**config.mk**
```make
export PLATFORM = sky130hd
export DESIGN_NAME = three_rotor_cipher_stepper
export DESIGN_NICKNAME = d
export VERILOG_FILES = /design/src/design/rcs_pkg.sv /design/src/design/rcs_regs.sv /design/src/design/rcs_stepper.sv /design/src/design/rcs_path.sv /design/src/design/three_rotor_cipher_stepper.sv
export SDC_FILE = /design/constraint.sdc
export NUM_CORES = 1
export LEC_CHECK = 0
export ABC_AREA = 1
export BUFFER_PORTS_ARGS = -buffer_cell sky130_fd_sc_hd__buf_4
export CORE_ASPECT_RATIO = 2
export CORE_MARGIN = 5
export CORE_UTILIZATION = 61
export DETAILED_ROUTE_END_ITERATION = 8
export PLACE_DENSITY = 0.86
export SLEW_MARGIN = 20
export SYNTH_ARGS = -nofsm -noshare
export SYNTH_HDL_FRONTEND = slang
export SYNTH_SLANG_ARGS = --single-unit
```
**constraint.sdc**
```tcl
create_clock -name clk -period 18.6 [get_ports clk]
set_input_delay 0.93 -clock clk [delete_from_list [all_inputs] [get_ports clk]]
set_output_delay 0.93 -clock clk [all_outputs]
set_load 0.01 [all_outputs]
```
**src/design/rcs_pkg.sv**
```systemverilog
// Shared types, constants and lookup functions for the three-rotor cipher stepper.
`timescale 1ns / 1ps

package rcs_pkg;

    localparam int LETTERS  = 4;
    localparam int LETTER_W = 2;
    localparam int TABLE_W  = LETTERS * LETTER_W;
    localparam int NOTCH_W  = 2 * LETTER_W;
    localparam int DATA_W   = 32;
    localparam int ADDR_W   = 5;
    localparam int IDX_W    = 3;

    // Register indexes (byte address is 4 * index)
    localparam logic [IDX_W-1:0] REG_FAST   = 3'd0;
    localparam logic [IDX_W-1:0] REG_MEDIUM = 3'd1;
    localparam logic [IDX_W-1:0] REG_SLOW   = 3'd2;
    localparam logic [IDX_W-1:0] REG_REFL   = 3'd3;
    localparam logic [IDX_W-1:0] REG_PLUG   = 3'd4;
    localparam logic [IDX_W-1:0] REG_ENTRY  = 3'd5;
    localparam logic [IDX_W-1:0] REG_NOTCH  = 3'd6;

    localparam logic [TABLE_W-1:0] FAST_RESET   = 8'd30;
    localparam logic [TABLE_W-1:0] MEDIUM_RESET = 8'd45;
    localparam logic [TABLE_W-1:0] SLOW_RESET   = 8'd156;
    localparam logic [TABLE_W-1:0] REFL_RESET   = 8'd27;
    localparam logic [TABLE_W-1:0] PLUG_RESET   = 8'd228;
    localparam logic [TABLE_W-1:0] ENTRY_RESET  = 8'd228;
    localparam logic [NOTCH_W-1:0] NOTCH_RESET  = 4'd13;

    typedef logic [LETTER_W-1:0] letter_t;
    typedef logic [TABLE_W-1:0]  table_t;

    typedef struct packed {
        table_t                fast;
        table_t                middle;
        table_t                slow;
        table_t                refl;
        table_t                plug;
        table_t                entry;
        logic [NOTCH_W-1:0]    notch;
    } cfg_t;

    typedef struct packed {
        letter_t fast;
        letter_t middle;
        letter_t slow;
    } pos_t;

    // Forward lookup: entry i sits in bits 2i+1..2i
    function automatic letter_t fwd(input table_t tbl, input letter_t i);
        return tbl[i*LETTER_W +: LETTER_W];
    endfunction

    // Inverse lookup: highest index whose entry matches, zero when none does
    function automatic letter_t inv(input table_t tbl, input letter_t x);
        letter_t res;
        res = '0;
        for (int i = 0; i < LETTERS; i++) begin
            if (tbl[i*LETTER_W +: LETTER_W] == x) begin
                res = letter_t'(i);
            end
        end
        return res;
    endfunction

endpackage

```
**src/design/rcs_regs.sv**
```systemverilog
// APB configuration register file holding the rotor wirings and notches.
`timescale 1ns / 1ps

module rcs_regs (
    input  logic                         clk,
    input  logic                         rst_n,
    input  logic                         psel,
    input  logic                         penable,
    input  logic                         pwrite,
    input  logic [rcs_pkg::ADDR_W-1:0]   paddr,
    input  logic [rcs_pkg::DATA_W-1:0]   pwdata,
    output logic [rcs_pkg::DATA_W-1:0]   prdata,
    output logic                         pready,
    output rcs_pkg::cfg_t                cfg
);

    rcs_pkg::cfg_t                  cfg_reg;
    logic [rcs_pkg::IDX_W-1:0]      idx;
    logic                           wr_en;

    assign idx    = paddr[rcs_pkg::ADDR_W-1:2];
    assign wr_en  = psel && penable && pwrite;
    assign pready = 1'b1;
    assign cfg    = cfg_reg;

    always_ff @(posedge clk or negedge rst_n) begin
        if (!rst_n) begin
            cfg_reg.fast   <= rcs_pkg::FAST_RESET;
            cfg_reg.middle <= rcs_pkg::MEDIUM_RESET;
            cfg_reg.slow   <= rcs_pkg::SLOW_RESET;
            cfg_reg.refl   <= rcs_pkg::REFL_RESET;
            cfg_reg.plug   <= rcs_pkg::PLUG_RESET;
            cfg_reg.entry  <= rcs_pkg::ENTRY_RESET;
            cfg_reg.notch  <= rcs_pkg::NOTCH_RESET;
        end
        else if (wr_en) begin
            case (idx)
                rcs_pkg::REG_FAST:   cfg_reg.fast   <= pwdata[rcs_pkg::TABLE_W-1:0];
                rcs_pkg::REG_MEDIUM: cfg_reg.middle <= pwdata[rcs_pkg::TABLE_W-1:0];
                rcs_pkg::REG_SLOW:   cfg_reg.slow   <= pwdata[rcs_pkg::TABLE_W-1:0];
                rcs_pkg::REG_REFL:   cfg_reg.refl   <= pwdata[rcs_pkg::TABLE_W-1:0];
                rcs_pkg::REG_PLUG:   cfg_reg.plug   <= pwdata[rcs_pkg::TABLE_W-1:0];
                rcs_pkg::REG_ENTRY:  cfg_reg.entry  <= pwdata[rcs_pkg::TABLE_W-1:0];
                rcs_pkg::REG_NOTCH:  cfg_reg.notch  <= pwdata[rcs_pkg::NOTCH_W-1:0];
                default: ;
            endcase
        end
    end

    always_comb begin
        prdata = '0;
        case (idx)
            rcs_pkg::REG_FAST:   prdata = rcs_pkg::DATA_W'(cfg_reg.fast);
            rcs_pkg::REG_MEDIUM: prdata = rcs_pkg::DATA_W'(cfg_reg.middle);
            rcs_pkg::REG_SLOW:   prdata = rcs_pkg::DATA_W'(cfg_reg.slow);
            rcs_pkg::REG_REFL:   prdata = rcs_pkg::DATA_W'(cfg_reg.refl);
            rcs_pkg::REG_PLUG:   prdata = rcs_pkg::DATA_W'(cfg_reg.plug);
            rcs_pkg::REG_ENTRY:  prdata = rcs_pkg::DATA_W'(cfg_reg.entry);
            rcs_pkg::REG_NOTCH:  prdata = rcs_pkg::DATA_W'(cfg_reg.notch);
            default:             prdata = '0;
        endcase
    end

endmodule

```
**src/design/rcs_stepper.sv**
```systemverilog
// Rotor position state and the notch-driven stepping rule.
`timescale 1ns / 1ps

module rcs_stepper (
    input  logic                          clk,
    input  logic                          rst_n,
    input  logic                          step_en,
    input  logic [rcs_pkg::NOTCH_W-1:0]   notch,
    output rcs_pkg::pos_t                 pos_next
);

    rcs_pkg::pos_t     pos_reg;
    rcs_pkg::letter_t  fast_notch;
    rcs_pkg::letter_t  medium_notch;
    logic              fast_hit;
    logic              medium_hit;

    assign fast_notch   = notch[rcs_pkg::LETTER_W-1:0];
    assign medium_notch = notch[rcs_pkg::NOTCH_W-1:rcs_pkg::LETTER_W];

    // Fast always advances; the others carry when one past their notch
    always_comb begin
        pos_next.fast   = pos_reg.fast + 1'b1;
        fast_hit        = (pos_next.fast == rcs_pkg::letter_t'(fast_notch + 1'b1));
        pos_next.middle = pos_reg.middle + rcs_pkg::letter_t'(fast_hit);
        medium_hit      = (pos_next.middle == rcs_pkg::letter_t'(medium_notch + 1'b1));
        pos_next.slow   = pos_reg.slow + rcs_pkg::letter_t'(fast_hit && medium_hit);
    end

    always_ff @(posedge clk or negedge rst_n) begin
        if (!rst_n) begin
            pos_reg <= '0;
        end
        else if (step_en) begin
            pos_reg <= pos_next;
        end
    end

endmodule

```
**src/design/rcs_path.sv**
```systemverilog
// Combinational signal path: plugboard, rotors, reflector and the way back.
`timescale 1ns / 1ps

module rcs_path (
    input  rcs_pkg::cfg_t     cfg,
    input  rcs_pkg::pos_t     pos,
    input  rcs_pkg::letter_t  letter,
    output rcs_pkg::letter_t  cipher
);

    rcs_pkg::letter_t x_plug, x_entry, x_fast, x_medium, x_slow, x_refl;
    rcs_pkg::letter_t r_slow, r_medium, r_fast, r_entry;

    // Two-bit arithmetic wraps modulo the alphabet size
    always_comb begin
        x_plug   = rcs_pkg::fwd(cfg.plug, letter);
        x_entry  = rcs_pkg::fwd(cfg.entry, x_plug);
        x_fast   = rcs_pkg::fwd(cfg.fast, rcs_pkg::letter_t'(pos.fast + x_entry));
        x_medium = rcs_pkg::fwd(cfg.middle,
                       rcs_pkg::letter_t'(pos.middle + x_fast - pos.fast));
        x_slow   = rcs_pkg::fwd(cfg.slow,
                       rcs_pkg::letter_t'(pos.slow + x_medium - pos.middle));
        x_refl   = rcs_pkg::fwd(cfg.refl, rcs_pkg::letter_t'(x_slow - pos.slow));

        r_slow   = rcs_pkg::inv(cfg.slow, rcs_pkg::letter_t'(pos.slow + x_refl));
        r_medium = rcs_pkg::inv(cfg.middle,
                       rcs_pkg::letter_t'(pos.middle + r_slow - pos.slow));
        r_fast   = rcs_pkg::inv(cfg.fast,
                       rcs_pkg::letter_t'(pos.fast + r_medium - pos.middle));
        r_entry  = rcs_pkg::inv(cfg.entry, rcs_pkg::letter_t'(r_fast - pos.fast));
        cipher   = rcs_pkg::fwd(cfg.plug, r_entry);
    end

endmodule

```
**src/design/three_rotor_cipher_stepper.sv**
```systemverilog
// Top level of the three-rotor cipher stepper: register file, stepping and pipeline.
`timescale 1ns / 1ps
// Usage
//   Letters enter on the letter channel (plain_letter, letter_valid/letter_ready).
//   Each accepted transfer steps the rotors (fast always, medium and slow by
//   their notches) and enciphers the letter with the new positions. One result
//   transfer per letter leaves on the result channel (cipher_letter plus the
//   three positions after stepping, result_valid/result_ready).
//   Rotor wirings, plugboard, entry rotor, reflector and notches sit in an APB
//   register file at byte address 4*index; write them only while no letter is
//   in flight.
// Pipeline and throughput
//   A letter is captured into the input stage at acceptance with the stepped
//   positions; the cipher path runs from that stage into the result register.
//   The result is valid once loaded into the result register and then waits
//   for result_ready; one letter per cycle is taken while the receiver keeps up.
// Reset and stall
//   Reset clears both stages and puts the rotors at position zero and every
//   register at its default. When the receiver holds result_ready low, the
//   result register holds; the input stage still takes one more letter and
//   then letter_ready drops until the result drains.
module three_rotor_cipher_stepper (
    input  logic                          clk,
    input  logic                          rst_n,
    // configuration port
    input  logic                          psel,
    input  logic                          penable,
    input  logic                          pwrite,
    input  logic [rcs_pkg::ADDR_W-1:0]    paddr,
    input  logic [rcs_pkg::DATA_W-1:0]    pwdata,
    output logic [rcs_pkg::DATA_W-1:0]    prdata,
    output logic                          pready,
    // letter channel
    input  logic                          letter_valid,
    output logic                          letter_ready,
    input  logic [rcs_pkg::LETTER_W-1:0]  plain_letter,
    // result channel
    output logic                          result_valid,
    input  logic                          result_ready,
    output logic [rcs_pkg::LETTER_W-1:0]  cipher_letter,
    output logic [rcs_pkg::LETTER_W-1:0]  fast_position,
    output logic [rcs_pkg::LETTER_W-1:0]  medium_position,
    output logic [rcs_pkg::LETTER_W-1:0]  slow_position
);

    rcs_pkg::cfg_t     cfg;
    rcs_pkg::pos_t     pos_next;
    rcs_pkg::letter_t  cipher;

    logic              accept;
    logic              out_advance;
    logic              stage_advance;

    // input stage
    logic              stage_valid_reg;
    rcs_pkg::letter_t  stage_letter_reg;
    rcs_pkg::pos_t     stage_pos_reg;

    // result register
    logic              res_valid_reg;
    rcs_pkg::letter_t  res_cipher_reg;
    rcs_pkg::pos_t     res_pos_reg;

    // Result register frees when empty or being taken; the input stage
    // frees when empty or moving into the result register
    assign out_advance   = !res_valid_reg || result_ready;
    assign stage_advance = !stage_valid_reg || out_advance;
    assign letter_ready  = stage_advance;
    assign accept        = letter_valid && letter_ready;

    rcs_regs u_regs (
        .clk     (clk),
        .rst_n   (rst_n),
        .psel    (psel),
        .penable (penable),
        .pwrite  (pwrite),
        .paddr   (paddr),
        .pwdata  (pwdata),
        .prdata  (prdata),
        .pready  (pready),
        .cfg     (cfg)
    );

    // Rotors step exactly once per accepted letter
    rcs_stepper u_stepper (
        .clk      (clk),
        .rst_n    (rst_n),
        .step_en  (accept),
        .notch    (cfg.notch),
        .pos_next (pos_next)
    );

    rcs_path u_path (
        .cfg    (cfg),
        .pos    (stage_pos_reg),
        .letter (stage_letter_reg),
        .cipher (cipher)
    );

    // Input stage: capture letter and stepped positions on a transfer
    always_ff @(posedge clk or negedge rst_n) begin
        if (!rst_n) begin
            stage_valid_reg <= 1'b0;
        end
        else if (stage_advance) begin
            stage_valid_reg <= letter_valid;
        end
    end

    always_ff @(posedge clk) begin
        if (accept) begin
            stage_letter_reg <= plain_letter;
            stage_pos_reg    <= pos_next;
        end
    end

    // Result register: load from the cipher path, hold while stalled
    always_ff @(posedge clk or negedge rst_n) begin
        if (!rst_n) begin
            res_valid_reg <= 1'b0;
        end
        else if (out_advance) begin
            res_valid_reg <= stage_valid_reg;
        end
    end

    always_ff @(posedge clk) begin
        if (out_advance && stage_valid_reg) begin
            res_cipher_reg <= cipher;
            res_pos_reg    <= stage_pos_reg;
        end
    end

    assign result_valid    = res_valid_reg;
    assign cipher_letter   = res_cipher_reg;
    assign fast_position   = res_pos_reg.fast;
    assign medium_position = res_pos_reg.middle;
    assign slow_position   = res_pos_reg.slow;

endmodule

```
==> After elaboration in Yosys (flattened, before gate mapping) <==
Cells that the tools add are included.
{ "op_classes": {"n_addsub": 17, "shift": 7, "n_reduce_logical": 17, "mux": 13, "eq_ne": 20} }
{ "ops": {"columns": ["cell", "count"], "rows": [
  ["$pmux 8 s7", 1],
  ["$shiftx 8x4->2", 7],
  ["$eq 2x2->1", 14],
  ["$mux 2", 8],
  ["$reduce_and 2->1", 7],
  ["$add 2x2->2", 6],
  ["$sub 2x2->2", 6],
  ["$eq 3x3->1 const B", 3],
  ["$add 2x1->2 const B", 3],
  ["$eq 3x2->1 const B", 2],
  ["$logic_and 1x1->1", 5],
  ["$add 2x1->2", 2],
  ["$mux 1", 4],
  ["$eq 3x1->1 const B", 1],
  ["$logic_not 3->1", 1],
  ["$logic_not 1->1", 2],
  ["$logic_or 1x1->1", 2]
]} }
{ "word_totals": {"word_cells": 94, "inputBits": 46, "ff_bits": 76, "out_inout_bits": 43} }

==> Depth between registers and ports, before layout <==
Gate-level depths: netlist (run 1).
{ "logic_depth": {"ltp_word": 35, "mapped_depth": 83, "mapped_depth_nobuf": 83} }

==> Modules after synthesis <==
From an unflattened synthesis (run 1), not the netlist that was laid out.
{ "unflattened": {"hier_cells": 713, "area_unflattened_um2": 5447.7} }
{ "modules_own_cells": {"columns": ["module", "area_each_um2", "instances", "seq_area_each_um2", "cells_each"], "rows": [
  ["rcs_regs", 2851.5, 1, 1335.0, 370],
  ["rcs_path", 1624.1, 1, 0.0, 255],
  ["three_rotor_cipher_stepper", 575.6, 1, 530.5, 28],
  ["rcs_stepper", 396.6, 1, 150.1, 60]
]} }

==> Least setup slack after synthesis (run 1) <==
No wires, ideal clock.
{ "synth_timing": {"path_type": "register to register", "startpoint": "register u_regs.cfg_reg (netlist bit u_regs.cfg[19])", "endpoint": "register res_cipher_reg[1] (netlist: cipher_letter[1]) (data pin)", "path_buffers": 0, "arrival_time_ns": 9.732, "path_slack_ns": 8.616, "setup_time_ns": 0.252, "stages_incl_launch_ff": 80, "required_ns": 18.348, "synth_period_minus_slack_ns": 9.984, "path_cell_list": "dfstp_2 clkinv_1 nand2_1 nand2_1 nand2_1 nand2_1 a21oi_1 o21ai_0 o21ai_0 ha_1 xor2_1 inv_1 nand3_2 nand2_2 o21a_1 ha_1 inv_1 ha_1 [... 44 more ...] xnor2_1 inv_1 nand3_2 nand2_2 xor2_1 nor2_1 a21boi_0 ha_1 xor2_1 inv_1 nand3_1 nand2_2 nor2_1 nor2_2 nand2_2 nand3_1 nand2_1 nand2_1"} }
{ "synth_between": {"elab_chain_cells": 35, "elab_cells_between_ends": 43, "cone_classes": "12 x add/sub; 12 x eq/ne; 7 x shift; 12 x mux"} }
{ "synth_rtl": {"columns": ["element", "line_no", "rtl"], "rows": [
  ["start, declared", "rcs_regs.sv:17", "rcs_pkg::cfg_t cfg_reg;"],
  ["$shiftx 8x4->2 (2 in a row)", "rcs_pkg.sv:52", "return tbl[i*LETTER_W +: LETTER_W];"],
  ["$add 2x2->2", "rcs_path.sv:18", "x_fast = rcs_pkg::fwd(cfg.fast, rcs_pkg::letter_t'(pos.fast + x_entry));"],
  ["$shiftx 8x4->2", "rcs_pkg.sv:52", null],
  ["$add 2x2->2", "rcs_path.sv:20", "rcs_pkg::letter_t'(pos.middle + x_fast - pos.fast));"],
  ["$sub 2x2->2", "rcs_path.sv:20", null],
  ["$shiftx 8x4->2", "rcs_pkg.sv:52", null],
  ["$add 2x2->2", "rcs_path.sv:22", "rcs_pkg::letter_t'(pos.slow + x_medium - pos.middle));"],
  ["$sub 2x2->2", "rcs_path.sv:22", null],
  ["[... 17 more ...]", null, null],
  ["$mux 1", "rcs_pkg.sv:60", "if (tbl[i*LETTER_W +: LETTER_W] == x) begin"],
  ["$mux 2 (2 in a row)", "rcs_pkg.sv:60", null],
  ["$sub 2x2->2", "rcs_path.sv:30", "r_entry = rcs_pkg::inv(cfg.entry, rcs_pkg::letter_t'(r_fast - pos.fast));"],
  ["$eq 2x2->1", "rcs_pkg.sv:60", null],
  ["$mux 1", "rcs_pkg.sv:60", null],
  ["$mux 2 (2 in a row)", "rcs_pkg.sv:60", null],
  ["$shiftx 8x4->2 *", "rcs_pkg.sv:52", null],
  ["via cipher[1]", "three_rotor_cipher_stepper.sv:48", "rcs_pkg::letter_t cipher;"],
  ["end signal, assigned", "three_rotor_cipher_stepper.sv:129", "res_cipher_reg <= cipher;"],
  ["end, declared", "three_rotor_cipher_stepper.sv:61", "rcs_pkg::letter_t res_cipher_reg;"]
]} }
Mark *: on every way through the listed nets, which the timed path passes. The rest lies on a longest branch.
A chain may end at the register's enable or synchronous reset.

==> Worst setup path in the final report (run 1) <==
{ "layout_timing": {"startpoint": "register u_regs.cfg_reg (netlist bit u_regs.cfg[19])", "endpoint": "register res_cipher_reg[0] (netlist: cipher_letter[0]) (data pin)"} }
{ "layout_between": {"elab_chain_cells": 35, "elab_cells_between_ends": 43, "cone_classes": "12 x add/sub; 12 x eq/ne; 7 x shift; 12 x mux"} }
{ "layout_rtl": {"columns": ["element", "line_no"], "rows": [
  ["$shiftx 8x4->2 * (2 in a row)", "rcs_pkg.sv:52"],
  ["$add 2x2->2 *", "rcs_path.sv:18"],
  ["$shiftx 8x4->2 *", "rcs_pkg.sv:52"],
  ["$add 2x2->2 *", "rcs_path.sv:20"],
  ["$sub 2x2->2 *", "rcs_path.sv:20"],
  ["$shiftx 8x4->2 *", "rcs_pkg.sv:52"],
  ["$add 2x2->2 *", "rcs_path.sv:22"],
  ["$sub 2x2->2 *", "rcs_path.sv:22"],
  ["[... 19 more ...]", null],
  ["$mux 2 *", "rcs_pkg.sv:60"],
  ["$sub 2x2->2 *", "rcs_path.sv:30"],
  ["$eq 2x2->1", "rcs_pkg.sv:60"],
  ["$mux 1", "rcs_pkg.sv:60"],
  ["$mux 2", "rcs_pkg.sv:60"],
  ["$mux 2 *", "rcs_pkg.sv:60"],
  ["$shiftx 8x4->2 *", "rcs_pkg.sv:52"],
  ["via cipher[0]", "three_rotor_cipher_stepper.sv:48"]
]} }
Marks and branches as above.

==> flow_summary.yaml, run 1 <==
cts:
  hold_buffers: 0
  cts.clk_slew.worst_paths_ns: 0.06
  cts.sink_count: 76
  root_buffer: "clkbuf_16"
  clk_latency_ns: 0.34
  postCtsSetupBuffers: 0
  ctsResizeCount: 0
  htreeDepth: 3
  cts_made_buffers: 9
  clockBufferDepth: 2
  cts_tree: "done"
yosys:
  synth_area_per_cell_um2: 8.19
  ys_ff_latch: 76
  synth_area_leaders: "dfrtp_1 17%, dfstp_2 15%, nand2_1 11%, edfxtp_1 9.9%, o21ai_0 6.6%"
  synthCells: 594
  netlist_area_um2: 4870
  ys_seq_area_share_pct: 41.4
  synthDistinctLibCells: 35
  synth_top_area_share_pct: 17.0
  ys_warn_count: 0
  yosysTopAreaCell: "dfrtp_1"
final_layout:
  layout-drive-gt1-share_pct: 19.4
  final_common_cell: "nand2_1"
  syn_to_final_growth_pct: 12.2
  multi_input_comb_area_um2: 2430
  n_fill_cell: 643
  n_antenna_cell: 0
  num-nets-final: 694
  largest_reg_flops: 52
  regArea_um2: 2020
  final_cell_mix: "137 x nand2_1, 73 x inv_1, 64 x o21ai_0"
  post-route-util_pct: 69.2
floorplan:
  start_util_pct: 61.7
  die_w_um: 73.2
  die_area_um2: 9970
  core_area_um2: 7890
  rows: 46
  dieHeight_um: 136
  pin_count: 89
critical_path:
  cp-end-kind: "register"
  worstSetupPathType: "register to register"
  slowest_delay_ns: 0.51
  arrival_ns: 11.66
  start_kind: "register"
  cp_slowest_cell: "dfstp_2"
  cp_max_fo: 4
  worst_path_most_repeated_cell: "ha_1"
  critical_path_required_ns: 18.70
routing:
  first_pass_iters: 6
  route.vias.total: 4182
  wl_per_cell_um: 18.7
  routed_via_density: 5.69
  drt_iter0_drc: 307
  drt-total-wl_mm: 13.7
  drc: 0
  ant_nets: 0
place:
  portBuffers: 37
  hpwl_mm: 10.9
  gp_congestion: 0.999
sta:
  max_freq_mhz: 86.5
  fin_hold_ws_ns: 0.493
  relSlewSlack_pct: 31.7
  period_minus_slack_ns: 11.56
  post-route-period-util_pct: 62.2
  finalSetupTns_ns: 0
  final-hold-violation-count: 0
  setup_viol: 0
  rsz0062_at_grt: "no"
  max_slew.worst_pin.slew_ns: 1.03
  clock_skew_ns: 0.00427
  slew_violations: 0
hold_path:
  hold_path.class: "register to register"
grt:
  grt-busiest-layer: "met2"
  grt_start_max_net_pins: 61
  use_met1_pct: 30.4
  grt_pass1_wl_mm: 21.9
  grtUsageMet3_pct: 4.81
  antenna_found_initial: 0
  groute.layer.met2.usage_pct: 52.6
  gr-total-overflow: 0
  grt.total_usage_pct: 29.8
  first_global_vias: 4297
outcome:
  run_status: "finished, final reports clean"
flow_run:
  cap_violations: 0
[area by class of cell]
type                    instances  area share (%)
multi-input cells             431            44.5
flip-flops and latches         76            36.9
inverters                      79            5.43
repair buffers                 37            5.09
clock buffers                  10            4.20
well taps                      96            2.20
clock inverters                 6            1.63
[metal layers]
metal  part of all wire, %  routed length, µm
met1                    34               4720
met4                   7.9               1080
met2                    53               7260
met3                   4.7                647
met5                     0                  0
[stage by stage]
stage          setup WS, ns  std cells  cell area, µm²
2_1_floorplan          8.62        617            4950
3_3_place_gp           7.61        719            5140
3_5_place_dp           7.13        719            5140
4_1_cts                7.05        735            5460
5_1_grt                5.92        735            5460
6_report               7.04        735            5460
[worst max-delay path: cells and delay by family, from the launching register on]
kind / cells / cell delay, ns
AOI/OAI and AO/OA: 12 / 1.62
xor gates and xnor gates: 13 / 2.56
adders and majority gates: 12 / 2.64
buffers and inverters: 12 / 0.93
DFF: 1 / 0.51
and+or+nand+nor: 30 / 3.03
[synth_stat cells]
| master | n |
|---|---|
| inv_2 | 3 |
| nor3_1 | 10 |
| mux2_2 | 1 |
| ha_1 | 14 |
| mux2i_1 | 2 |
| nand4_1 | 2 |
| inv_1 | 73 |
| nand2_2 | 19 |
| clkbuf_1 | 6 |
| xor2_1 | 18 |
| a21boi_0 | 3 |
| nand2_4 | 1 |
| nor2_2 | 1 |
| a221oi_1 | 5 |
| dfrtp_1 | 33 |
| o21ai_0 | 64 |
| o21a_1 | 3 |
| nand2_1 | 137 |
| nand3_4 | 2 |
| o221ai_1 | 1 |
| nand3_2 | 19 |
| nand3_1 | 35 |
| o2111ai_1 | 5 |
| buf_4 | 25 |
| nor2_1 | 19 |
| o22ai_1 | 6 |
| xnor2_1 | 17 |
| dfstp_2 | 27 |
| o211ai_1 | 5 |
| a2111o_1 | 1 |
| clkinv_1 | 3 |
| a21oi_1 | 12 |
| nand3b_1 | 4 |
| conb_1 | 2 |
| edfxtp_1 | 16 |
[kinds of logic after synthesis]
kind of cell             count (synthesis)  synth area share [%]
AND/OR/NAND/NOR                        249                  25.0
buffers and inverters                  110                  10.4
AO/OA/AOI/OAI                          105                  12.5
flip-flops                              76                  41.4
XOR/XNOR                                35                  6.30
adder cells (fa/ha/maj)                 14                  3.60
multiplexers                             3                 0.643
other                                    2                 0.154
[path summary, 6_finish.rpt]
check	from	end	slack, ns	cells after the start
worst max-delay path	u_regs.cfg[19]	cipher_letter[0]	7.04	79
worst min-delay path	stage_valid_reg	result_valid	0.49	2
worst max register to register	u_regs.cfg[19]	cipher_letter[0]	7.04	79
worst min register to register	stage_valid_reg	result_valid	0.49	2
max in group asynchronous	rst_n	u_regs.cfg[29]	17.44	1
min in group asynchronous	rst_n	stage_valid_reg	0.66	1
Power of run 1 is not shown: default switching activity piles up to over one toggle a cycle in this logic, so the estimate is an artifact.
==> inputs of run 2 (changes only) <==
- ABC_AREA: 1 -> 0
- CORE_UTILIZATION: 61 -> 57
- PLACE_DENSITY: 0.86 -> 0.81
- clock period: 18.6 -> 11.7 ns (I/O delays scaled with it)
==> run 2 against run 1 <==
The flow now finishes with violations (negative setup slack). Worst hold slack lost 0.19 ns. Flip-flop and latch count unchanged. Setup slack worse by 7.7 ns. Critical path depth is 18 lower. Core utilization increased by 2.8 points. Global-route usage shrank 2.3 points. Synthesized cell count fell by 20%. Maximum frequency fell by 6.4%. Clock skew grew 0.0011 ns. Final cell count decreased by 9.3%. Critical path type unchanged.
==> flow_summary.yaml, run 2 <==
sta:
  slew_violations: 0
  worst_slack_ns: -0.649
  relSlewSlack_pct: 47.9
  post-route-period-util_pct: 106
  max_slew.worst_pin.slew_ns: 0.781
  rsz0062_at_grt: "yes"
  setup_viol: 2
  finalSetupTns_ns: -1.25
  final-hold-violation-count: 0
  max_freq_mhz: 81.0
  clock_skew_ns: 0.00533
  period_minus_slack_ns: 12.35
routing:
  wl_per_cell_um: 22.2
  drc: 0
  drt-total-wl_mm: 14.8
  drt_iter0_drc: 322
  ant_nets: 0
  route.vias.total: 4277
  first_pass_iters: 6
  routed_via_density: 6.41
yosys:
  yosysTopAreaCell: "dfrtp_1"
  synthCells: 476
  netlist_top_cells_count: "50 x mux2_2, 37 x nand2_1, 33 x dfrtp_1, 29 x xnor2_1, 27 x dfstp_2"
  netlist_area_um2: 5170
  synth-edff-count: 16
  synthDistinctLibCells: 57
  synth_top_area_share_pct: 16.0
  ys_seq_area_share_pct: 39.0
  synth_most_common_cell: "mux2_2"
  ys_warn_count: 0
  ys_ff_latch: 76
  synth_area_leaders: "dfrtp_1 16%, dfstp_2 14%, mux2_2 11%, edfxtp_1 9.3%, xnor2_1 4.9%"
  synthArstFlopShare_pct: 78.9
  yosys_most_used_dff: "dfrtp_1"
  synth_area_per_cell_um2: 10.9
final_layout:
  largest_reg_flops: 52
  final_common_cell: "buf_4"
  layoutNonFillerInstCount: 667
  num-nets-final: 620
  n_fill_cell: 556
  final_cell_mix: "93 x buf_4, 50 x mux2_2, 37 x nand2_1"
  syn_to_final_growth_pct: 24.6
  postLayoutCellArea_um2: 6450
  layout-drive-gt1-share_pct: 45.3
  n_antenna_cell: 0
place:
  place_inst: 641
  portBuffers: 37
  hpwl_mm: 10.6
  gp_congestion: 1.04
  placed_area_um2: 5850
flow_run:
  cap_violations: 0
critical_path:
  worstSetupPathType: "register to register"
  worst_path_most_repeated_cell: "xnor2_2"
  reg2reg_setup_slack_ns: -0.65
  start_kind: "register"
  crit_family: "XOR/XNOR gates"
  cp_num_buf_inv: 8
  cp_max_fo: 7
  r2r_end: "cipher_letter[0]"
  cp_slowest_cell: "mux4_2"
  arrival_ns: 12.44
  slowest_delay_ns: 0.56
  critical_path_required_ns: 11.79
  cp-end-kind: "register"
  reg2reg_depth: 61
  rr_startpoint: "stage_letter_reg[0]"
floorplan:
  dieHeight_um: 145
  core_area_um2: 8950
  pin_count: 89
  rows: 49
  die_w_um: 77.4
  die_area_um2: 11200
  start_util_pct: 57.8
cts:
  clk_latency_ns: 0.34
  cts_made_buffers: 9
  cts.clk_slew.worst_paths_ns: 0.06
  cts_tree: "done"
  root_buffer: "clkbuf_16"
  cts.sink_count: 76
  htreeDepth: 3
  clockBufferDepth: 2
  hold_buffers: 0
grt:
  first_global_vias: 4501
  grt_pass1_wl_mm: 23.4
  grt_start_max_net_pins: 61
  gr-total-overflow: 0
  grt.total_usage_pct: 27.6
  antenna_found_initial: 0
hold_path:
  hold_path.class: "input pin to asynchronous set/reset pin"
outcome:
  run_status: "finished with violations"
  violations: "negative setup slack"
## run 2: cell count changes after synthesis, moves of 11 or more
cell,before,now
nand2_2,19,0
inv_1,73,23
nand3_2,19,1
clkbuf_1,6,18
mux2_2,1,50
xnor2_1,17,29
nand3_1,35,10
o21ai_0,64,19
mux4_2,0,11
mux2i_1,2,20
nand2_1,137,37
## run 2: cell families after synthesis
group / share of synthesized area (%)
other: 0.145
AND/OR/NAND/NOR: 11.3
XOR/XNOR: 8.08
AO/OA/AOI/OAI: 9.36
multiplexers: 22.1
buffers and inverters: 6.75
flip-flops: 39.0
adder cells (fa/ha/maj): 3.39
## run 2: worst max-delay path by stage
stage | start | to | slack (ns) | depth (start not counted)
final | stage_letter_reg[0] | cipher_letter[0] | -0.65 | 61
after global routing | stage_letter_reg[0] | cipher_letter[0] | -1.08 | 63
after CTS | stage_letter_reg[0] | cipher_letter[0] | -0.51 | 61
after detailed placement | stage_letter_reg[0] | cipher_letter[0] | -0.86 | 60
after global placement | stage_letter_reg[0] | cipher_letter[1] | -0.48 | 60
after floorplan | stage_letter_reg[0] | cipher_letter[1] | -0.75 | 62
## run 2: area by class of cell
| type | instances | area, µm² | share of cell area, % |
|---|---|---|---|
| Multi-Input combinational cell | 355 | 3210 | 49.9 |
| Sequential cell | 76 | 2020 | 31.3 |
| Timing Repair Buffer | 95 | 721 | 11.2 |
| Clock buffer | 12 | 256 | 3.98 |
| Tap cell | 102 | 128 | 1.98 |
| Inverter | 23 | 88.8 | 1.38 |
| Clock inverter | 4 | 23.8 | 0.369 |
## run 2: metrics by stage
stage | hold WS (ns) | util (%) | setup WS (ns)
detailed placement | 0.482 | 65.3 | -0.855
global placement | 0.464 | 65.3 | -0.476
CTS | 0.334 | 71.1 | -0.512
floorplan | 0.289 | - | -0.748
global route | 0.358 | 72.0 | -1.08
finish | 0.308 | 72.0 | -0.649
## run 2: routing by layer
layer | vias up | routed length [µm] | global-route usage [%]
met4 | 0 | 1250 | 21.5
li1 | 1841 | - | -
met2 | 291 | 8040 | 51.6
met1 | 2045 | 4520 | 26.2
met3 | 100 | 1030 | 4.09
met5 | - | 0 | 0
## run 2: worst register-to-register path, delay by kind of cell (launching register included)
kind | cells | cell delay [ns]
compound gates | 9 | 1.69
xor+xnor | 20 | 3.10
fa+ha+maj | 12 | 2.30
buf+inv | 8 | 0.51
flops | 1 | 0.40
mux | 7 | 2.82
simple gates | 5 | 1.28
## run 2: repair_timing
action | in CTS | in global routing
resized for setup | 33 | 10
endpoints found under the setup margin | 2 | 2
pin swaps | 36 | 1
setup buffers | 7 | 3
Power of run 2 is left out for the same reason.
